--- src/sv/pwq_pkg.sv ---
// Shared types, constants and helpers for the piecewise quintic curve evaluator.
// No dependencies; the other files except pwq_ram refer to this package by scoped names.
`default_nettype none

package pwq_pkg;

	localparam int DEF_MAX_SEGMENTS = 16;
	localparam int NCOEF            = 6;
	localparam int HSTEPS           = NCOEF - 1;
	localparam int COEF_W           = 32;
	localparam int ACC_W            = 40;
	localparam int T_W              = 17;
	localparam int FRAC             = 16;
	localparam int CNT_W            = 5;
	localparam int SEG_IN_W         = 4;
	localparam int CIDX_W           = 3;
	localparam int ORD_W            = 3;
	localparam int STATUS_W         = 2;

	localparam logic [T_W-1:0]   T_ONE          = T_W'(65536);
	localparam logic [ORD_W-1:0] ORD_LAST_OK    = ORD_W'(2);
	localparam logic [ORD_W-1:0] ORD_LAST_ERR   = ORD_W'(5);

	localparam logic CMD_LOAD = 1'b0;
	localparam logic CMD_EVAL = 1'b1;

	localparam logic [STATUS_W-1:0] ST_OK          = 2'd0;
	localparam logic [STATUS_W-1:0] ST_BAD_ORDER   = 2'd1;
	localparam logic [STATUS_W-1:0] ST_BAD_SEGMENT = 2'd2;

	typedef logic signed [COEF_W-1:0] coef_t;
	typedef logic signed [ACC_W-1:0]  acc_t;
	typedef coef_t [NCOEF-1:0]        coef_vec_t;
	typedef acc_t [NCOEF-1:0]         wvec_t;

	// One Horner stage word: both axis accumulators plus what later stages still need.
	typedef struct packed {
		logic [T_W-1:0]      t;
		logic [STATUS_W-1:0] status;
		wvec_t               wx;
		wvec_t               wy;
		acc_t                acc_x;
		acc_t                acc_y;
	} hstage_t;

	// Clamp a wide accumulator to the signed 32-bit range.
	function automatic coef_t sat32(input acc_t v);
		logic all_one;
		logic all_zero;
		all_one  = &v[ACC_W-1:COEF_W-1];
		all_zero = ~|v[ACC_W-1:COEF_W-1];
		if (all_one || all_zero) begin
			return v[COEF_W-1:0];
		end else if (v[ACC_W-1]) begin
			return {1'b1, {(COEF_W-1){1'b0}}};
		end else begin
			return {1'b0, {(COEF_W-1){1'b1}}};
		end
	endfunction

endpackage

`default_nettype wire

--- src/sv/pwq_horner.sv ---
// One Horner step for both axes: acc = floor(acc * t / 2^16) + w, registered.
// Depends on pwq_pkg.
`default_nettype none

module pwq_horner (
	input  wire logic            clk,
	input  wire logic            en,
	input  wire pwq_pkg::hstage_t d,
	input  wire pwq_pkg::acc_t   w_x,
	input  wire pwq_pkg::acc_t   w_y,
	output pwq_pkg::hstage_t     q
);

	localparam int PROD_W = pwq_pkg::ACC_W + pwq_pkg::T_W + 1;

	logic signed [PROD_W-1:0] px;
	logic signed [PROD_W-1:0] py;
	logic signed [pwq_pkg::T_W:0] ts;
	pwq_pkg::hstage_t q_d;

	assign ts = $signed({1'b0, d.t});
	assign px = d.acc_x * ts;
	assign py = d.acc_y * ts;

	// Arithmetic shift gives floor toward minus infinity.
	always_comb begin
		q_d       = d;
		q_d.acc_x = pwq_pkg::acc_t'(px >>> pwq_pkg::FRAC) + w_x;
		q_d.acc_y = pwq_pkg::acc_t'(py >>> pwq_pkg::FRAC) + w_y;
	end

	always_ff @(posedge clk) begin
		if (en) begin
			q <= q_d;
		end
	end

endmodule

`default_nettype wire

--- config.mk ---
export PLATFORM = sky130hd
export DESIGN_NAME = pwq_horner
export DESIGN_NICKNAME = d
export VERILOG_FILES = /design/src/sv/pwq_pkg.sv /design/src/sv/pwq_horner.sv
export SDC_FILE = /design/constraint.sdc
export NUM_CORES = 2
export LEC_CHECK = 0
export BUFFER_PORTS_ARGS = -buffer_cell sky130_fd_sc_hd__buf_2
export CAP_MARGIN = 20
export CORE_AREA = 2 2 487 489
export CTS_BUF_LIST = sky130_fd_sc_hd__clkbuf_16
export CTS_CLUSTER_DIAMETER = 120
export DETAILED_ROUTE_END_ITERATION = 16
export DIE_AREA = 0 0 489 491
export PLACE_DENSITY_LB_ADDON = 0.3
export SLEW_MARGIN = 10
export SYNTH_ARGS = -nofsm -noshare
export SYNTH_HDL_FRONTEND = slang
export SYNTH_SLANG_ARGS = --single-unit
--- constraint.sdc ---
create_clock -name clk -period 17.2 [get_ports clk]
set_clock_uncertainty 0.1 [all_clocks]
set_input_delay 3.44 -clock clk [delete_from_list [all_inputs] [get_ports clk]]
set_output_delay 3.44 -clock clk [all_outputs]
set_load 0.01 [all_outputs]
# After elaboration in Yosys (flattened, before gate mapping)
# Index checks and enable logic that the tools add are counted.
# totals
ff_bits	579
in_bits	661
output_inout_bits	579
elab_cells	20
# classes
add_sub_neg	2
multipliers	2
# op_table
operator	count
$mul 40x18->56	2
$add 40x40->40	2

# Depth between registers and ports, before layout
# depth
ltp_word	2
ltp_mapped	40
depth_no_buf	37

# Worst setup path before layout
# No wires, ideal clock.
# synth_timing
path_kind	input-to-reg
start	input port d[565] (netlist bit)
end	register q[77] (netlist bit), data pin
arrival_time_ns	11.472
required_time_ns	16.842
setup_slack_ns	5.371
path_stages	35
path_cell_list	clkbuf_1 clkbuf_1 nand2_1 fa_1 fa_1 inv_1 fa_1 inv_1 fa_1 fa_1 fa_1 inv_1 ha_1 a21boi_0 o311ai_0 and3b_1 nor2_1 or3_1 and2_1 a21oi_1 nor2b_1 o21ai_0 a211oi_1 ha_1 a41oi_1 o21ai_0 a22oi_1 a31oi_1 o211ai_1 o21ai_1 a311oi_1 o21ai_1 a21o_1 a21oi_1 xnor2_1
# synth_rtl
item	line	rtl
start, declared	pwq_horner.sv:8	input wire pwq_pkg::hstage_t d,
end signal, assigned	pwq_horner.sv:34	q <= q_d;
end, declared	pwq_horner.sv:11	output pwq_pkg::hstage_t q

==> impl_metrics.json <==
{
  "antenna_found_initial": 212,
  "layout-drive-gt1-share": 0.194,
  "ctsResizeCount": 0,
  "crit_path_end": "q[77]",
  "h-tree-depth": 3,
  "synth_cells": 6103,
  "fillerInstances": 24300,
  "cap_violations": 0,
  "max_slew_margin": 0.252,
  "final_nets": 9478,
  "ff_latch_area_um2": 17400,
  "synth_edf_count": 579,
  "cts_root_buffer": "clkbuf_16",
  "yosysWarnings": 0,
  "ant_nets": 0,
  "startpoint_type": "primary input",
  "cts_buffers": 79,
  "core_um2": 235000,
  "hpwl_mm": 280,
  "cts_sinks": 579,
  "post_cts_buffers": 0,
  "crit_slowest_cell": "o311ai_0",
  "dr_total_vias": 50000,
  "routed_wl_mm": 333,
  "multiInputGateArea_um2": 41300,
  "ys_ff_latch": 579,
  "setup_violations": 0,
  "routedWlPerCell_um": 31.6,
  "io_pins": 1240,
  "tightestPinTransition_ns": 1.11,
  "fmax_mhz": 70.8,
  "clock_path_buffers": 3,
  "track_usage": 0.275,
  "period_share": 0.821,
  "std_cell_rows": 178,
  "syn_to_final_growth_pct": 19.1,
  "synth.distinct_cells": 68,
  "synth.avg_cell_area_um2": 10.7,
  "tritoncts": "built",
  "max_stage_delay_ns": 0.96,
  "crit_fanout": 38,
  "fin_area_um2": 77600,
  "fin_tns_setup_ns": 0,
  "clkTransAtPathRegs_ns": 0.07,
  "die_area_um2": 240000,
  "drv_slew": 0,
  "wl_met3_mm": 27.6,
  "reg.largest.list": "q (579)",
  "largest_reg_flops": 579,
  "cp-end-kind": "register",
  "startpoint": "d[565]",
  "hold_path_class": "primary input to register",
  "min_period_ns": 14.13,
  "drt_pass1_iterations": 6,
  "hold_depth": 1,
  "start_util": 0.278,
  "grt_pass1_vias": 51000,
  "die_h_um": 491,
  "grt_max_degree": 77,
  "worstSetupPathType": "primary input to register",
  "wl_met2_mm": 148,
  "hold_violations": 0,
  "seq_area_frac_synth": 0.267,
  "crit_top_cell": "fa_1",
  "port_buffers": 1239,
  "regMostFlops": "q",
  "m1WireLength_mm": 145,
  "drc": 0,
  "die_x_um": 489,
  "gpl.final_weighted_congestion": 1.05,
  "grt_pass1_wl_mm": 447,
  "grt_overflow": 0,
  "syn_nets": 8354,
  "post_dp_cell_area_um2": 74800,
  "drt_iter0_markers": 3954,
  "syn_area_um2": 65200,
  "ys.flop_type": "edfxtp_1",
  "cts_hold_buffers": 0,
  "grt_setup_unrepaired": "false",
  "status": "completed",
  "highest_layer": "met5",
  "routed_via_density": 4.75,
  "post-route-util": 0.331,
  "synthArstFlopShare": 0,
  "cp.required_ns": 17.60,
  "worst_ep_arrival_time_ns": 14.53
}
## final cells by class
type,instances,area share
Inverter,1492,0.0722
Timing Repair Buffer,1280,0.0846
Sequential cell,579,0.224
Clock inverter,65,0.00817
Clock buffer,79,0.0255
Tap cell,3150,0.0508
Multi-Input combinational cell,3795,0.532
Antenna cell,87,0.00281
## metrics by stage
step	std cells	setup slack [ns]	hold WS, ns
after floorplan	6103	5.37	3.44
after global placement	10300	2.58	3.52
after detailed placement	10300	2.55	3.52
after CTS	10400	3.31	2.67
after global routing	10500	2.75	2.69
final	10500	3.07	2.74
## worst min path at each step
stage	to	slack (ns)	startpoint
2_1_floorplan	q[100]	3.44	d[100]
3_3_place_gp	q[383]	3.52	d[383]
3_5_place_dp	q[392]	3.52	d[392]
4_1_cts	q[470]	2.67	d[470]
5_1_grt	q[243]	2.69	d[243]
6_report	q[156]	2.74	d[156]
## logic make-up after synthesis
kind of cell / share of synthesized area
AOI/OAI and AO/OA: 0.0397
buffers and inverters: 0.0996
xor gates and xnor gates: 0.0227
DFF: 0.267
adders and majority gates: 0.450
and+or+nand+nor: 0.121
## metal layers
| metal | GRT usage | vias to the layer above |
|---|---|---|
| met1 | 0.378 | 26500 |
| met3 | 0.0741 | 493 |
| met2 | 0.424 | 2181 |
| li1 | - | 20700 |
| met5 | 0 | - |
| met4 | 0.0769 | 90 |
## cells in the final DEF (no fill, tap or decap), types with 50 or more instances in the layout
master	n
nor2_1	84
xnor2_1	127
edfxtp_1	579
diode_2	87
inv_1	1506
a21oi_1	120
clkbuf_16	79
o21ai_0	50
and2_1	557
a21o_1	68
buf_2	1234
ha_1	334
nand2_1	861
fa_1	1256
## worst max-delay path: cells and delay by family
family | cells | cell delay [ns]
buffers and inverters | 5 | 1.17
AO/OA/AOI/OAI | 11 | 4.18
AND/OR/NAND/NOR | 9 | 1.69
XOR/XNOR | 2 | 0.26
adder cells (fa/ha/maj) | 8 | 3.78
## synthesized netlist by cell type, drive strengths merged (4+ instances only)
| cell | instances | area (um^2) |
|---|---|---|
| a211oi | 18 | 140 |
| a21oi | 123 | 627 |
| nor2 | 84 | 315 |
| a211o | 7 | 61.3 |
| o31ai | 4 | 30.0 |
| nor4 | 11 | 68.8 |
| fa | 1256 | 25100 |
| edfxtp | 579 | 17400 |
| o21ai | 59 | 299 |
| and2 | 557 | 3480 |
| nor2b | 20 | 125 |
| nand4 | 14 | 87.6 |
| inv | 1492 | 5600 |
| a21o | 71 | 537 |
| o21bai | 21 | 158 |
| clkbuf | 237 | 890 |
| nand2b | 10 | 62.6 |
| and3 | 16 | 100 |
| or3 | 4 | 25.0 |
| a31oi | 11 | 68.8 |
| ha | 334 | 4180 |
| o21a | 25 | 189 |
| nand2 | 861 | 3230 |
| a21boi | 6 | 48.8 |
| xnor2 | 127 | 1110 |
| and4 | 4 | 35.0 |
| nand3 | 34 | 170 |
| xor2 | 42 | 368 |
| nor3 | 25 | 125 |
| o211ai | 9 | 67.6 |
Power is left out: the tool's default activity adds up to more than one toggle a clock period on the data nets, which glitch-free logic cannot reach.
