`config.mk`:
```
export PLATFORM = sky130hd
export DESIGN_NAME = pwq_ram
export DESIGN_NICKNAME = d
export VERILOG_FILES = /design/src/sv/pwq_ram.sv
export SDC_FILE = /design/constraint.sdc
export NUM_CORES = 1
export LEC_CHECK = 0
export ABC_AREA = 1
export BUFFER_PORTS_ARGS = -buffer_cell sky130_fd_sc_hd__buf_4
export CORE_MARGIN = 2
export CORE_UTILIZATION = 50
export CTS_BUF_LIST = sky130_fd_sc_hd__clkbuf_16
export DETAILED_ROUTE_END_ITERATION = 8
export GPL_TIMING_DRIVEN = 0
export PLACE_DENSITY = 0.66
export SYNTH_ARGS = -nofsm -noshare
export SYNTH_HDL_FRONTEND = slang
export SYNTH_SLANG_ARGS = --single-unit
```
`constraint.sdc`:
```
create_clock -name clk -period 3.3 [get_ports clk]
set_input_delay 0.33 -clock clk [delete_from_list [all_inputs] [get_ports clk]]
set_output_delay 0.33 -clock clk [all_outputs]
set_load 0.01 [all_outputs]
```
`src/sv/pwq_ram.sv`:
```
// Generic single-write, single-read RAM with registered read data.
// No dependencies.
`default_nettype none

module pwq_ram #(
	parameter int WIDTH = 32,
	parameter int DEPTH = 16,
	localparam int ADDR_W = (DEPTH > 1) ? $clog2(DEPTH) : 1
) (
	input  wire logic              clk,
	input  wire logic              we,
	input  wire logic [ADDR_W-1:0] waddr,
	input  wire logic [WIDTH-1:0]  wdata,
	input  wire logic              re,
	input  wire logic [ADDR_W-1:0] raddr,
	output logic      [WIDTH-1:0]  rdata
);

	logic [WIDTH-1:0] mem [DEPTH];

	always_ff @(posedge clk) begin
		if (we) begin
			mem[waddr] <= wdata;
		end
		if (re) begin
			rdata <= mem[raddr];
		end
	end

endmodule

`default_nettype wire

```
Word level (Yosys, flattened, before mapping)
Memories as Yosys holds them, arrays and structs flattened. A register that Yosys moved wholly into a read port is not among the register bits.
Cells that the tools add are included.
{"block": "totals", "ff_bits": 0, "latchBits": 0, "ramBits": 512, "rom_bits": 0, "wordCells": 3, "mem_count": 1}
{"name": "mem", "depth": 16, "width": 32, "rd": 1, "rd_ports_with_merged_regs": 1, "write_ports": 1, "line": "19", "text": "logic [WIDTH-1:0] mem [DEPTH];"}
{"block": "classes", "n_addsub": 0, "mul": 0, "div_mod_pow": 0, "order_cmp": 0, "eq_ne": 0, "n_shift": 0, "muxes": 2, "bitwise_logic": 0, "reduce_logical": 0}
{"op": "$mux 1", "n": 2}

Longest topological paths before layout
Gate-level depths: netlist of the first run.
{"block": "logic_depth", "depth_word": 2, "ltp_mapped": 10, "mapped_depth_nobuf": 7}

Worst setup path before layout of the first run
OpenSTA, ideal clock, no wires.
{"block": "synth_timing", "kind": "input to register", "from": "in waddr[2]", "to": "mem mem[10][0] (enable)", "t_arrival_ps": 1902, "t_required_ps": 2879, "setup_slack_ps": 977, "stages": 2, "n_path_buf": 0, "path_cell_list": "nand3b_1 -> nor2_1"}
{"element": "start: declaration", "line": "12", "text": "input wire logic [ADDR_W-1:0] waddr,"}
{"element": "end: declaration", "line": "19"}
Straight into the memory's write port.

Worst setup path after layout of the first run
{"block": "layout_timing", "from": "in waddr[2]", "to": "mem mem[8][24] (enable)"}
Straight into the memory's write port.

==> flow_metrics.py, run 1 <==
metrics = {
    "timing": {
        "finalSetupViolCount": 0,
        "post-route-period-util_pct": 52.35,
        "fmax_ghz": 0.5789,
        "post-route-min-period_ns": 1.727,
        "slew_headroom_pct": 31.43,
        "worst_pin_slew_ns": 1.026,
        "tns_ns": 0,
        "rsz0062_at_grt": "false",
        "holdWs_ns": 0.02598,
        "slew_violations": 0,
        "skew_ns": 0.01537,
        "hold_violations": 0,
    },
    "clock_network": {
        "post_cts_buffers": 0,
        "h-tree-depth": 2,
        "insertion_delay_ns": 0.60,
        "cts_buffers": 54,
        "numClockSinks": 544,
        "cts_buffer_depth": 3,
        "cts_tree": "done",
        "path_clk_slew_ns": 0.06,
        "cts-root-buf": "clkbuf_16",
    },
    "layout": {
        "final_common_cell": "nand2_1",
        "final_cell_mix": "nand2_1, edfxtp_1, inv_1, nand3_1, buf_4",
        "syn2layout_area_growth_pct": 15.06,
        "drive_above_1_share_pct": 11.13,
        "nets": 2308,
        "regArea_mm2": 0.01634,
        "fillers": 3690,
        "multi_input_area_mm2": 0.004667,
        "n_antenna_cell": 0,
        "finish.utilization_pct": 58.32,
        "design_area_mm2": 0.02652,
    },
    "floorplanning": {
        "die-width_um": 218.7,
        "dieArea_mm2": 0.04784,
        "io_pins": 75,
        "rows": 78,
        "coreArea_mm2": 0.04548,
        "die_h_um": 218.7,
        "initial_core_util_pct": 50.69,
    },
    "yosys": {
        "syn_avg_cell_area_um2": 10.87,
        "syn-cell-area_mm2": 0.02305,
        "synth_fp_nets": 2163,
        "yosysWarnings": 0,
        "yosys.area.top_type_share_pct": 70.87,
        "ys_types": 14,
        "ys_seq_elements": 544,
        "synth_area_leaders": "edfxtp_1, nand2_1, nand3_1",
        "synth_cells": 2120,
        "synth_area_leader_cell": "edfxtp_1",
        "seq_area_frac_synth_pct": 70.87,
    },
    "setup_path": {
        "critical_path_buf_inv_count": 2,
        "endpoint_kind": "register",
        "crit_family": "simple AND/OR/NAND/NOR gates",
        "worst-endpoint-arrival_ns": 2.03,
        "crit_fanout": 22,
        "critPathKind": "in -> reg",
        "worstSetupStartpointType": "input port",
        "crit_chain": "buf_4 -> nand3b_1 -> nor2_4 -> buf_16",
        "slowest_delay_ns": 0.91,
        "crit_required_ns": 3.61,
        "critPathSlowestCell": "nor2_4",
    },
    "drt": {
        "wl_per_cell_um": 20.81,
        "drt-vias-per-instance": 5.265,
        "vias": 15320,
        "first_pass_iters": 5,
        "first_iter_violations": 1795,
        "wl_um": 60550,
        "detail-route-antenna-nets": 0,
        "drc": 0,
    },
    "run": {
        "drv_cap": 0,
    },
    "global_routing": {
        "grt_first_pass_wirelength_um": 90000,
        "grt_overflow": 0,
        "track_usage_pct": 25.88,
        "antenna_found_initial": 0,
        "grt_pass1_vias": 14680,
        "grt_max_degree": 33,
    },
    "place": {
        "port_buffers": 72,
        "place_congestion": 0.7981,
        "hpwl_um": 38470,
        "placedInstanceArea_mm2": 0.02484,
    },
    "power_and_ir_drop": {
        "ir_drop_mv": 0.5414,
        "power.leakage_uw": 0.01129,
        "powerDensity_mw_per_mm2": 554.3,
    },
    "run_status": {
        "status": "complete, no violations",
    },
    "min_path": {
        "min_path_type": "in -> reg",
    },
}
## logic make-up after synthesis
group,share of synthesized area [%]
simple gates,19.73
flops,70.87
buf+inv,9.407
## cell type report
type | count | share of cell area [%]
plain buffers | 105 | 2.646
clock buffers | 57 | 5.378
clock inverters | 44 | 0.9199
inverters | 390 | 5.529
multi-input cells | 1081 | 17.60
flip-flops and latches | 544 | 61.59
well taps | 600 | 2.830
repair buffers | 89 | 3.510
## path summary, 6_finish.rpt
| check | cells after the start | end | slack, ns | start |
|---|---|---|---|---|
| max | 4 | mem[8][24]$_DFFE_PP_ | 1.57 | waddr[2] |
| min | 1 | mem[9][2]$_DFFE_PP_ | 0.03 | wdata[2] |
| max reg2reg | 6 | rdata[10]$_DFFE_PP_ | 2.12 | mem[15][10]$_DFFE_PP_ |
| min reg2reg | 6 | rdata[2]$_DFFE_PP_ | 0.74 | mem[10][2]$_DFFE_PP_ |
## report_power, final
group	internal, uW	total (uW)	switching, uW
sequential	7780	7820	37.5
combinational	322	1050	732
clock	3260	5830	2570
## state kept, by name (all words and copies together), names as in the netlist
signal,count
mem,512
rdata,32
## through the flow
stage	cells	worst slack [ns]	power, uW
2_1_floorplan	2120	0.9773	8511
3_3_place_gp	2792	-0.9052	8961
3_5_place_dp	2808	0.9796	9012
4_1_cts	2910	1.619	14750
5_1_grt	2910	1.530	15120
6_report	2910	1.573	14700
## repair_timing
action,in CTS,in global routing
endpoints found under the hold margin,2,0
hold buffers,1,0
gates resized for setup,0,0
## metal layers
| layer | vias to the layer above | global-route usage, % | share of wire (%) |
|---|---|---|---|
| li1 | 7169 | - | - |
| met1 | 7315 | 36.21 | 41 |
| met2 | 740 | 41.85 | 47 |
| met3 | 97 | 3.159 | 8.5 |
| met4 | 0 | 9.617 | 3.2 |
| met5 | - | 0 | 0 |
## cells in the mapped netlist (all sizes together)
cell,count
nand3,385
nand2,677
clkbuf,14
nor2,17
inv,390
edfxtp,544
nand3b,2
buf,91
Power figures use the tool's default switching activity.
==> run 2: changes to the inputs <==
--- a/config.mk
+++ b/config.mk
@@ -12,7 +12,7 @@
 export CTS_BUF_LIST = sky130_fd_sc_hd__clkbuf_16
 export DETAILED_ROUTE_END_ITERATION = 8
 export GPL_TIMING_DRIVEN = 0
-export PLACE_DENSITY = 0.66
+export PLACE_DENSITY = 0.69
 export SYNTH_ARGS = -nofsm -noshare
 export SYNTH_HDL_FRONTEND = slang
 export SYNTH_SLANG_ARGS = --single-unit
==> constraint.sdc (replaced) <==
create_clock -name clk -period 1.4 [get_ports clk]
set_input_delay 0.14 -clock clk [delete_from_list [all_inputs] [get_ports clk]]
set_output_delay 0.14 -clock clk [all_outputs]
set_load 0.01 [all_outputs]
==> flow_metrics.py, run 2 (synthesis gave the netlist of run 1 again) <==
metrics = {
    "min_path": {
        "min_to": "rdata[26]$_DFFE_PP_",
        "min_path_type": "in -> reg",
        "worst_hold_startpoint": "re",
        "whs_path_depth": 1,
    },
    "power_and_ir_drop": {
        "powerDensity_mw_per_mm2": 1283,
        "p_seq_share_pct": 53.7,
        "p_sw_share_pct": 22.97,
        "intPower_uw": 26450,
        "power.leakage_uw": 0.01138,
        "power_frac_comb_pct": 7.5,
        "ir_drop_mv": 0.8230,
        "switchingPower_uw": 7886,
        "pwr-share-clk_pct": 38.9,
    },
    "setup_path": {
        "worstSetupStartpointType": "input port",
        "r2r-end": "rdata[13]$_DFFE_PP_",
        "crit_fanout": 18,
        "critPathKind": "in -> reg",
        "crit_required_ns": 1.69,
        "reg2reg_setup_slack_ns": 0.21,
        "r2r_cells": 6,
        "reg2reg_from": "mem[9][13]$_DFFE_PP_",
        "worst-endpoint-arrival_ns": 1.71,
        "endpoint_kind": "register",
    },
    "clock_network": {
        "path_clk_slew_ns": 0.06,
        "cts_tree": "done",
        "insertion_delay_ns": 0.60,
        "cts-root-buf": "clkbuf_16",
        "numClockSinks": 544,
        "post_cts_buffers": 0,
        "cts_buffers": 54,
        "h-tree-depth": 2,
        "cts_buffer_depth": 3,
    },
    "global_routing": {
        "antenna_found_initial": 0,
        "grt_max_degree": 33,
        "grt_first_pass_wirelength_um": 90660,
        "track_usage_pct": 25.95,
        "grt_overflow": 0,
        "grt_pass1_vias": 15150,
    },
    "layout": {
        "largest_reg_flops": 512,
        "top_register": "mem",
        "n_antenna_cell": 0,
        "final_common_cell": "nand2_1",
        "reg.largest.list": "mem (512), rdata (32)",
        "final_cell_mix": "nand2_1, edfxtp_1, inv_1, nand3_1, buf_4",
        "syn2layout_area_growth_pct": 16.14,
        "fillers": 3660,
        "nets": 2337,
        "drive_above_1_share_pct": 11.05,
    },
    "timing": {
        "fmax_ghz": 0.7037,
        "worst_slack_ns": -0.02107,
        "skew_ns": 0.01615,
        "hold_violations": 0,
        "worst_pin_slew_ns": 1.358,
        "tns_ns": -0.08205,
        "post-route-period-util_pct": 101.5,
        "slew_headroom_pct": 9.272,
        "holdWs_ns": 0.08286,
        "finalSetupViolCount": 10,
        "slew_violations": 0,
        "post-route-min-period_ns": 1.421,
    },
    "floorplanning": {
        "io_pins": 75,
        "rows": 78,
        "die-width_um": 218.7,
        "initial_core_util_pct": 50.69,
        "dieArea_mm2": 0.04784,
        "coreArea_mm2": 0.04548,
        "die_h_um": 218.7,
    },
    "run_status": {
        "status": "finished with violations",
        "violations": "negative setup slack",
    },
    "drt": {
        "vias": 15580,
        "detail-route-antenna-nets": 0,
        "wl_per_cell_um": 20.78,
        "wl_um": 60970,
        "drt-vias-per-instance": 5.308,
        "first_iter_violations": 1944,
        "drc": 0,
        "first_pass_iters": 6,
    },
    "place": {
        "hpwl_um": 38480,
        "port_buffers": 72,
        "place_congestion": 0.8274,
    },
    "run": {
        "drv_cap": 0,
    },
}
-- run 2: worst max-delay path by stage --
stage                            to  slack, ns  startpoint
3_3_place_gp   mem[9][30]$_DFFE_PP_      -1.35    waddr[2]
2_1_floorplan  mem[10][0]$_DFFE_PP_      -0.27    waddr[2]
5_1_grt        mem[8][26]$_DFFE_PP_      -0.03    waddr[2]
3_5_place_dp   mem[0][30]$_DFFE_PP_      -0.74    waddr[2]
6_report       mem[8][27]$_DFFE_PP_      -0.02    waddr[2]
4_1_cts         mem[0][2]$_DFFE_PP_      0.002    waddr[2]
-- run 2: metal layers --
metal	routed length (um)	global-route usage, %
met1	23880	33.58
met2	29460	43.79
met3	5194	4.189
met4	2430	10.56
met5	0	0
-- run 2: final cells by class --
| class | count | area, um2 | share of cell area (%) |
|---|---|---|---|
| multi-input combinational | 1081 | 4695 | 17.54 |
| tap | 600 | 750.7 | 2.804 |
| clock inverter | 39 | 178.9 | 0.6684 |
| clock buffer | 57 | 1426 | 5.328 |
| buffer | 105 | 709.4 | 2.650 |
| inverter | 390 | 1466 | 5.478 |
| sequential | 544 | 16340 | 61.02 |
| timing repair buffer | 118 | 1209 | 4.515 |
-- run 2: worst max-delay path, cell delays in order --
cell	delay [ns]
buf_4	0.13
nand3b_1	0.39
nor2_4	0.76
buf_16	0.25
-- run 2: power by group through the flow --
stage,Combinational [uW],Sequential [uW],Clock (uW)
floorplan,1250,18800,0
global placement,2330,18800,0
detailed placement,2450,18800,0
CTS,2540,18400,13400
global route,2790,18500,14100
finish,2560,18400,13300
-- run 2: timing repair --
action / in CTS / in global routing
hold endpoints to repair: 512 / 0
gates resized for setup: 4 / 5
setup endpoints to repair: 64 / 34
hold buffers: 32 / 0
-- run 2: through the flow --
| step | power [uW] | worst slack [ns] | cell area (um2) | util, % | instances |
|---|---|---|---|---|---|
| floorplan | 20070 | -0.2731 | 23100 | - | 2120 |
| global placement | 21100 | -1.346 | 24390 | 53.63 | 2792 |
| detailed placement | 21230 | -0.7354 | 24810 | 54.55 | 2806 |
| CTS | 34390 | 0.002055 | 26750 | 58.81 | 2934 |
| global route | 35310 | -0.03250 | 26770 | 58.86 | 2934 |
| finish | 34330 | -0.02107 | 26770 | 58.86 | 2934 |
