===== src/sv/pwq_pkg.sv =====
// Shared types, constants and helpers for the piecewise quintic curve evaluator.
// No dependencies; the other files except pwq_ram refer to this package by scoped names.
`default_nettype none

package pwq_pkg;

	localparam int DEF_MAX_SEGMENTS = 16;
	localparam int NCOEF            = 6;
	localparam int HSTEPS           = NCOEF - 1;
	localparam int COEF_W           = 32;
	localparam int ACC_W            = 40;
	localparam int T_W              = 17;
	localparam int FRAC             = 16;
	localparam int CNT_W            = 5;
	localparam int SEG_IN_W         = 4;
	localparam int CIDX_W           = 3;
	localparam int ORD_W            = 3;
	localparam int STATUS_W         = 2;

	localparam logic [T_W-1:0]   T_ONE          = T_W'(65536);
	localparam logic [ORD_W-1:0] ORD_LAST_OK    = ORD_W'(2);
	localparam logic [ORD_W-1:0] ORD_LAST_ERR   = ORD_W'(5);

	localparam logic CMD_LOAD = 1'b0;
	localparam logic CMD_EVAL = 1'b1;

	localparam logic [STATUS_W-1:0] ST_OK          = 2'd0;
	localparam logic [STATUS_W-1:0] ST_BAD_ORDER   = 2'd1;
	localparam logic [STATUS_W-1:0] ST_BAD_SEGMENT = 2'd2;

	typedef logic signed [COEF_W-1:0] coef_t;
	typedef logic signed [ACC_W-1:0]  acc_t;
	typedef coef_t [NCOEF-1:0]        coef_vec_t;
	typedef acc_t [NCOEF-1:0]         wvec_t;

	// One Horner stage word: both axis accumulators plus what later stages still need.
	typedef struct packed {
		logic [T_W-1:0]      t;
		logic [STATUS_W-1:0] status;
		wvec_t               wx;
		wvec_t               wy;
		acc_t                acc_x;
		acc_t                acc_y;
	} hstage_t;

	// Clamp a wide accumulator to the signed 32-bit range.
	function automatic coef_t sat32(input acc_t v);
		logic all_one;
		logic all_zero;
		all_one  = &v[ACC_W-1:COEF_W-1];
		all_zero = ~|v[ACC_W-1:COEF_W-1];
		if (all_one || all_zero) begin
			return v[COEF_W-1:0];
		end else if (v[ACC_W-1]) begin
			return {1'b1, {(COEF_W-1){1'b0}}};
		end else begin
			return {1'b0, {(COEF_W-1){1'b1}}};
		end
	endfunction

endpackage

`default_nettype wire


===== src/sv/pwq_weight.sv =====
// Derivative weighting stage for one axis: forms c[k], (k+1)c[k+1] or (k+1)(k+2)c[k+2].
// Depends on pwq_pkg.
`default_nettype none

module pwq_weight (
	input  wire logic             clk,
	input  wire logic             en,
	input  wire logic             zero,
	input  wire logic [1:0]       ord,
	input  wire pwq_pkg::coef_vec_t c,
	output pwq_pkg::wvec_t        w
);

	pwq_pkg::wvec_t w_d;

	for (genvar k = 0; k < pwq_pkg::NCOEF; k++) begin : g_term
		pwq_pkg::acc_t w0;
		pwq_pkg::acc_t w1;
		pwq_pkg::acc_t w2;

		assign w0 = pwq_pkg::acc_t'(c[k]);

		if (k + 1 < pwq_pkg::NCOEF) begin : g_d1
			assign w1 = pwq_pkg::acc_t'(c[k+1]) * pwq_pkg::acc_t'(k + 1);
		end else begin : g_d1_none
			assign w1 = '0;
		end

		if (k + 2 < pwq_pkg::NCOEF) begin : g_d2
			assign w2 = pwq_pkg::acc_t'(c[k+2]) * pwq_pkg::acc_t'((k + 1) * (k + 2));
		end else begin : g_d2_none
			assign w2 = '0;
		end

		always_comb begin
			if (zero) begin
				w_d[k] = '0;
			end else begin
				case (ord)
					2'd0:    w_d[k] = w0;
					2'd1:    w_d[k] = w1;
					2'd2:    w_d[k] = w2;
					default: w_d[k] = '0;
				endcase
			end
		end
	end

	always_ff @(posedge clk) begin
		if (en) begin
			w <= w_d;
		end
	end

endmodule

`default_nettype wire


===== config.mk =====
export PLATFORM = sky130hd
export DESIGN_NAME = pwq_weight
export DESIGN_NICKNAME = d
export VERILOG_FILES = /design/src/sv/pwq_pkg.sv /design/src/sv/pwq_weight.sv
export SDC_FILE = /design/constraint.sdc
export NUM_CORES = 1
export LEC_CHECK = 0
export BUFFER_PORTS_ARGS = -buffer_cell sky130_fd_sc_hd__buf_2
export CORE_MARGIN = 2
export CORE_UTILIZATION = 56
export CTS_BUF_LIST = sky130_fd_sc_hd__clkbuf_8
export DETAILED_ROUTE_END_ITERATION = 12
export GPL_TIMING_DRIVEN = 0
export HOLD_SLACK_MARGIN = 0.06
export PLACE_DENSITY = 0.93
export SYNTH_ARGS = -nofsm -noshare
export SYNTH_HDL_FRONTEND = slang
export SYNTH_SLANG_ARGS = --single-unit

===== constraint.sdc =====
create_clock -name clk -period 3.82 [get_ports clk]
set_input_delay 0.382 -clock clk [delete_from_list [all_inputs] [get_ports clk]]
set_output_delay 0.382 -clock clk [all_outputs]
set_load 0.02 [all_outputs]

# After elaboration in Yosys (flattened, before gate mapping)
# Index checks and enable logic that the tools add are counted.
# word_totals
output_inout_bits,240
register_bits,232
word_cells,21
in_bits,197
# classes
muxes,5
reduce_logical,2
mul,5
n_eq_ne,2
bitwise_logic,1
# op_table
cell,count
$pmux W40 S3,4
$mul A32 B3 Y35 const B,3
$pmux W40 S2,1
$mul A32 B4 Y36 const B,2
$eq A2 B1 Y1 const B,1
$eq A2 B2 Y1 const B,1
$logic_not A2 Y1,1
$reduce_or A2 Y1,1
$not A1 Y1,1

# Logic depth before layout (Yosys ltp)
# Gate-level depths: netlist of run 1.
# logic_depth
ltp_word,3
depth_mapped,13
ltp_nobuf,13

# Worst setup path after synthesis of run 1
# Ideal clock, no wire load.
# synth_path
path_kind,input-to-reg
from,input port c[161] (netlist bit)
to,register w[158] (netlist bit) (data pin)
setup_ns,0.180
path_slack_ns,0.396
path_buffers,0
arrival_ns,3.244
t_required_ns,3.640
stages,13
cell_sequence,ha_1 ha_1 inv_1 fa_1 nand2b_1 a211oi_2 o31ai_1 a21oi_2 nor4_2 o41a_1 o31ai_4 mux2_4 o311ai_1
# synth_via
elab_chain_len,2
# synth_rtl
element,line,rtl
"start, declared",pwq_weight.sv:10,"input wire pwq_pkg::coef_vec_t c,"
$mul A32 B4 Y36,pwq_weight.sv:30,assign w2 = pwq_pkg::acc_t'(c[k+2]) * pwq_pkg::acc_t'((k + 1) * (k + 2));
$pmux W40 S3,pwq_weight.sv:39,case (ord)
"end signal, assigned",pwq_weight.sv:51,w <= w_d;
"end, declared",pwq_weight.sv:11,output pwq_pkg::wvec_t w
# No other way between the ends.
# A chain may end at the register's enable or synchronous reset.

# Worst setup path in the final report of run 1
# layout_path
from,input port c[97] (netlist bit)
to,register w[118] (netlist bit) (data pin)
# layout_via
elab_chain_len,2
# layout_rtl
element,line,rtl
$mul A32 B3 Y35,pwq_weight.sv:24,assign w1 = pwq_pkg::acc_t'(c[k+1]) * pwq_pkg::acc_t'(k + 1);
$pmux W40 S3,pwq_weight.sv:39,
# No other way between the ends.

==> metrics.md, run 1 <==
| Metric | Value |
|---|---|
| Sequential share of the synthesized area | 0.385 |
| Largest register FFs | 212 |
| Synthesized flop and latch total | 212 |
| Clk buf depth | 3 |
| CTS root buffer | clkbuf_8 |
| Synth area leaders | edfxtp_1, ha_1, mux2i_1 |
| DRC violation total after the first TritonRoute iteration | 1,777 |
| Most frequent cell after synthesis | nor2_1 |
| Layout area overhead | 20.2% |
| Antenna viol nets, final | 0 |
| Crit path max-delay cell type | a311oi_1 |
| Overall Global Routing Usage | 0.379 |
| DR WL/cell | 23.3 µm |
| Synth Area per Inst | 9.63 µm² |
| Routability cong. | 0.980 |
| Cell chain of the critical path | buf_2, ha_1, ha_1, inv_1, fa_1, nor2b_1, o21ai_0, a21oi_1, o2111ai_1, a311oi_1, o21ai_1, o211ai_1, o21ai_0 |
| Worst slew pin tran | 1.28 ns |
| Leak Pwr | 0.00906 µW |
| Placed Instances | 2,534 |
| Die width | 176 µm |
| I/O Buffers | 433 |
| EDFF count, synth | 212 |
| Vias | 16,249 |
| WP data required | 4.06 ns |
| Vias in the first global route | 15,608 |
| CTS Buf Count | 35 |
| Comb power frac | 0.366 |
| Flop pwr share | 0.381 |
| Critical path type | input port to flip-flop |
| Hold WS | 0.204 ns |
| Max FO, Critical Path | 5 |
| Yosys warns | 0 |
| Final instance count without filler cells | 2,601 |
| Final core occ | 0.688 |
| Mapped Area | 16,500 µm² |
| Final Hold Fails | 0 |
| HP Start | c[64] |
| H-tree depth | 2 |
| Hpwl dp | 47.7 mm |
| First-pass GRT wire length | 88.6 mm |
| Status | finished, final reports clean |
| Cell taking the most area after synthesis | edfxtp_1 |
| Slew Limit Fails | 0 |
| Post-Synthesis Cells | 1,716 |
| Slew HR | 0.149 |
| Worst-path clk slew | 0.06 ns |
| Core area | 28,900 µm² |
| Post-Syn Nets | 2,102 |
| Layout cells sized above 1 | 0.238 |
| Drt drc | 0 |
| Cell variety after synth | 73 |
| Unrepaired setup endpoints after global routing | no |
| Worst VDD drop | 334 µV |
| Die ar. | 30,900 µm² |
| Startpoint Class | input port |
| Peak Freq | 284 MHz |
| Hold buffer count at cts | 0 |
| Worst Hold End | w[1]$_SDFFCE_PP0P_ |
| CTS Sinks | 212 |
| Largest net degree at the start of global routing | 118 |
| Grt ovf | 0 |
| Worst Hold Depth | 3 |
| FP Rows | 62 |
| Largest Register | w |
| Most used DFF post-synth | edfxtp_1 |
| Gates resized, CTS repair | 0 |
| Post-route cell area | 19,900 µm² |
| Synth cell count leaders | nor2_1, edfxtp_1, a21oi_1, ha_1, mux2i_1 |
| Period utilization | 0.922 |
| Largest registers | w x212 |
| Nets | 2,573 |
| Hold WC Path Type | input port to flip-flop |
| Sw frac | 0.371 |
| Drt first pass iters | 5 |
| Die height | 176 µm |
| Vias per cell | 6.25 |
| Biggest cell delay along the critical path | 0.53 ns |
| Total Wirelength | 60.7 mm |
| Switch Pwr | 2790 µW |
| Critical path arrival | 3.77 ns |
| Max cap viols | 0 |
| Clock share of power | 0.253 |
| Post-CTS setup buffers | 0 |
| FFs w/ async S/R, synth | 0 |
| DP Area | 19,200 µm² |
| Critical Path End Type | flip-flop |
| Min Tclk post-route | 3.52 ns |
| Endpoints failing setup | 0 |
| Ports | 437 |
| Setup TNS | 0 ns |
| TritonCTS clock tree | yes |
| Power per cell area | 379 nW/µm² |
| Post-synth top area share | 0.385 |
| Initial cell density of the core | 0.572 |
| Initial antenna violation count | 6 |
| Cell Int Power | 4730 µW |
==> through the flow <==
| step | setup WS, ns | power (µW) |
|---|---|---|
| 3_5_place_dp | -0.172 | 5590 |
| 4_1_cts | 0.369 | 7470 |
| 3_3_place_gp | -0.343 | 5550 |
| 2_1_floorplan | 0.396 | 4630 |
| 6_report | 0.298 | 7530 |
| 5_1_grt | 0.120 | 7820 |
==> critical path, delay by kind of cell <==
family | cells | cell delay (ns)
AO/OA/AOI/OAI | 7 | 2.18
adder cells (fa/ha/maj) | 3 | 0.84
buffers and inverters | 2 | 0.20
AND/OR/NAND/NOR | 1 | 0.13
==> area by class of cell <==
class / instances / area, µm²
multi-input cells: 1352 / 9470
fillers: 2299 / 9000
flip-flops and latches: 212 / 6370
repair buffers: 434 / 2200
plain buffers: 118 / 552
clock buffers: 37 / 509
well taps: 384 / 480
inverters: 34 / 128
clock inverters: 24 / 126
diodes: 6 / 15.0
==> layer usage <==
layer	track usage	part of all wire	vias up
met5	0	0	-
met4	0.199	0.056	0
met3	0.0753	0.11	215
met2	0.616	0.46	1133
met1	0.479	0.38	7591
li1	-	-	7310
==> cell families (layout without fill, tap and decap cells) <==
group                      after synthesis  after routing  synth area share
muxes                                  127            127            0.0774
other                                    0              6                 0
adders and majority gates              189            189             0.145
and+or+nand+nor                        503            503             0.139
AOI/OAI and AO/OA                      448            448             0.168
DFF                                    212            212             0.385
xor gates and xnor gates                85             85            0.0451
buffers and inverters                  152            647            0.0411
==> power by group through the flow <==
stage / logic, µW / clock network [µW] / registers, µW
6_report: 2760 / 1900 / 2870
5_1_grt: 2940 / 2000 / 2880
4_1_cts: 2690 / 1910 / 2870
3_5_place_dp: 2670 / 0 / 2910
3_3_place_gp: 2630 / 0 / 2920
2_1_floorplan: 1450 / 0 / 3180
==> how the worst max path moves through the flow <==
stage	end	from	depth (start not counted)	slack (ns)
after detailed placement	w[158]$_SDFFCE_PP0P_	c[161]	14	-0.17
after CTS	w[158]$_SDFFCE_PP0P_	c[161]	14	0.37
after global routing	w[118]$_SDFFCE_PP0P_	c[97]	13	0.12
after floorplan	w[158]$_SDFFCE_PP0P_	c[161]	13	0.40
after global placement	w[210]$_SDFFCE_PP0P_	en	1	-0.34
final	w[118]$_SDFFCE_PP0P_	c[97]	13	0.30
==> cells in the final DEF (no fill, tap or decap), drive strengths merged, types with 7 or more instances in the layout <==
cell type,count
nor2b,17
a211oi,22
mux2i,124
nand4,16
and2,7
nand2,82
xor2,30
nand3,32
ha,186
buf,477
nand2b,7
o21a,10
and3,46
clkbuf,112
a21o,35
clkinv,15
edfxtp,212
o21ai,66
a21oi,194
a31oi,15
xnor2,55
nor3,18
o22ai,25
o211ai,14
inv,41
nor2,248
nor3b,7
o21bai,13
Note: power is estimated with default switching activity, not from simulation.
==> run 2: changes to the inputs <==
Settings changed: CELL_PAD_IN_SITES_DETAIL_PLACEMENT from default to 1, CELL_PAD_IN_SITES_GLOBAL_PLACEMENT from default to 1, CORE_UTILIZATION 56 to 42, SKIP_LAST_GASP from default to 1.
==> run 2 against run 1 <==
Sequential power hardly changed. Global-route usage is 4.2 points lower. Worst setup slack better by 0.028 ns. Die area is 33% higher. Final cell count is 5.5% higher. Total power is 5.5% higher. Wire length is 17% higher. First-iteration DRC count is 38% lower. Via count is 1.6% higher.
==> metrics.md, run 2 (synthesis gave the netlist of run 1 again) <==
| Metric | Value |
|---|---|
| H-tree depth | 2 |
| Clk buf depth | 3 |
| CTS root buffer | clkbuf_8 |
| Grt ovf | 0 |
| Unrepaired setup endpoints after global routing | no |
| Critical path arrival | 3.90 ns |
| Slew Limit Fails | 0 |
| Critical path type | input port to flip-flop |
| Status | finished, final reports clean |
| Most common cell after layout, fill and taps aside | buf_2 |
| Core area | 38,700 µm² |
| Initial antenna violation count | 13 |
| Overall Power | 7940 µW |
| DRC violation total after the first TritonRoute iteration | 1,106 |
| Ports | 437 |
| Critical Path End Type | flip-flop |
| Largest register FFs | 212 |
| Die ar. | 40,900 µm² |
| Worst VDD drop | 259 µV |
| Startpoint Class | input port |
| Final Hold Fails | 0 |
| TritonCTS clock tree | yes |
| Area of the multi-input gates | 9470 µm² |
| Period utilization | 0.915 |
| Drt drc | 0 |
| Min Tclk post-route | 3.49 ns |
| Largest registers | w x212 |
| Peak Freq | 286 MHz |
| Drt first pass iters | 5 |
| Slew HR | 0.127 |
| Crit path max-delay cell type | o41a_1 |
| Hold WS | 0.108 ns |
| Fillers | 4,594 |
| Largest Register | w |
| DP Area | 19,400 µm² |
| Die height | 202 µm |
| Final core occ | 0.520 |
| Hold WC Path Type | input port to flip-flop |
| Most frequent cells in the layout | buf_2, nor2_1, edfxtp_1 |
| Endpoints failing setup | 0 |
| WP data required | 4.23 ns |
| CTS Buf Count | 41 |
| Worst Hold Depth | 2 |
| First-pass GRT wire length | 104 mm |
| CP bufs+invs | 2 |
| Antenna viol nets, final | 0 |
| Post-CTS setup buffers | 0 |
| Layout area overhead | 21.9% |
| Post-route cell area | 20,100 µm² |
| Power per cell area | 394 nW/µm² |
| Leak Pwr | 0.00913 µW |
| Total Wirelength | 70.8 mm |
| Vias in the first global route | 17,310 |
| Nets | 2,579 |
| Layout cells sized above 1 | 0.240 |
| Max FO, Critical Path | 6 |
| Cell chain of the critical path | buf_2, ha_1, ha_1, inv_1, fa_1, nand2b_1, a211oi_2, o31ai_1, a21oi_2, nor4_2, o41a_1, o31ai_4, mux2_4, o311ai_1 |
| Vias | 16,506 |
| Worst-path clk slew | 0.06 ns |
| Hpwl dp | 55.2 mm |
| Cell repeated most along the worst path | ha_1 |
| Routability cong. | 0.934 |
| Top delay family on crit path | compound AO/OA/AOI/OAI gates |
| Biggest cell delay along the critical path | 0.57 ns |
| Gates resized, CTS repair | 0 |
| Initial cell density of the core | 0.426 |
| CTS Sinks | 212 |
| Crit path from | c[161] |
| DR WL/cell | 25.8 µm |
| Die width | 202 µm |
| Overall Global Routing Usage | 0.337 |
| I/O Buffers | 433 |
| Vias per cell | 6.02 |
| FP Rows | 72 |
| Hold buffer count at cts | 0 |
| Worst slew pin tran | 1.31 ns |
| Max cap viols | 0 |
| Largest net degree at the start of global routing | 108 |
| Worst Hold End | w[40]$_SDFFCE_PP0P_ |
| Register Area | 6370 µm² |
| HP Start | c[32] |
## run 2: cell types whose count changed in the layout (fill, tap and decap cells not counted)
| cell | previous run | this run |
|---|---|---|
| clkinvlp_4 | 1 | 2 |
| inv_1 | 41 | 47 |
| clkinv_1 | 10 | 9 |
| diode_2 | 6 | 5 |
| bufinv_16 | 1 | 2 |
| clkbuf_8 | 37 | 43 |
| clkinv_2 | 5 | 2 |
## run 2: report_power, final
part           switching (µW)  internal (µW)  leakage [µW]  total (µW)
Clock                    1080           1170      0.000433        2250
Combinational            1840            970       0.00667        2810
Sequential               68.7           2800       0.00203        2870
## run 2: metrics by stage
step | cells | worst slack (ns) | TNS (ns)
floorplan | 1716 | 0.396 | 0
global placement | 2667 | -0.491 | -97.71
detailed placement | 2668 | -0.218 | -1.40
CTS | 2739 | 0.395 | 0
global route | 2744 | 0.168 | 0
finish | 2744 | 0.325 | 0
## run 2: metal layers
| metal | routed length (µm) | track usage |
|---|---|---|
| met2 | 34300 | 0.581 |
| met4 | 4050 | 0.190 |
| met1 | 26400 | 0.381 |
| met5 | 103 | 0 |
| met3 | 5890 | 0.0813 |
## run 2: layout make-up
type / count / share of cell area
diodes: 5 / 0.000621
plain buffers: 118 / 0.0274
clock buffers: 43 / 0.0294
clock inverters: 28 / 0.00832
inverters: 34 / 0.00634
multi-input cells: 1352 / 0.470
flip-flops and latches: 212 / 0.316
well taps: 518 / 0.0322
repair buffers: 434 / 0.109
## run 2: worst max path at each step
stage	end	slack, ns	cells after the start
floorplan	w[158]$_SDFFCE_PP0P_	0.40	13
CTS	w[158]$_SDFFCE_PP0P_	0.40	14
finish	w[158]$_SDFFCE_PP0P_	0.33	14
detailed placement	w[158]$_SDFFCE_PP0P_	-0.22	14
global placement	w[118]$_SDFFCE_PP0P_	-0.49	1
global route	w[158]$_SDFFCE_PP0P_	0.17	14
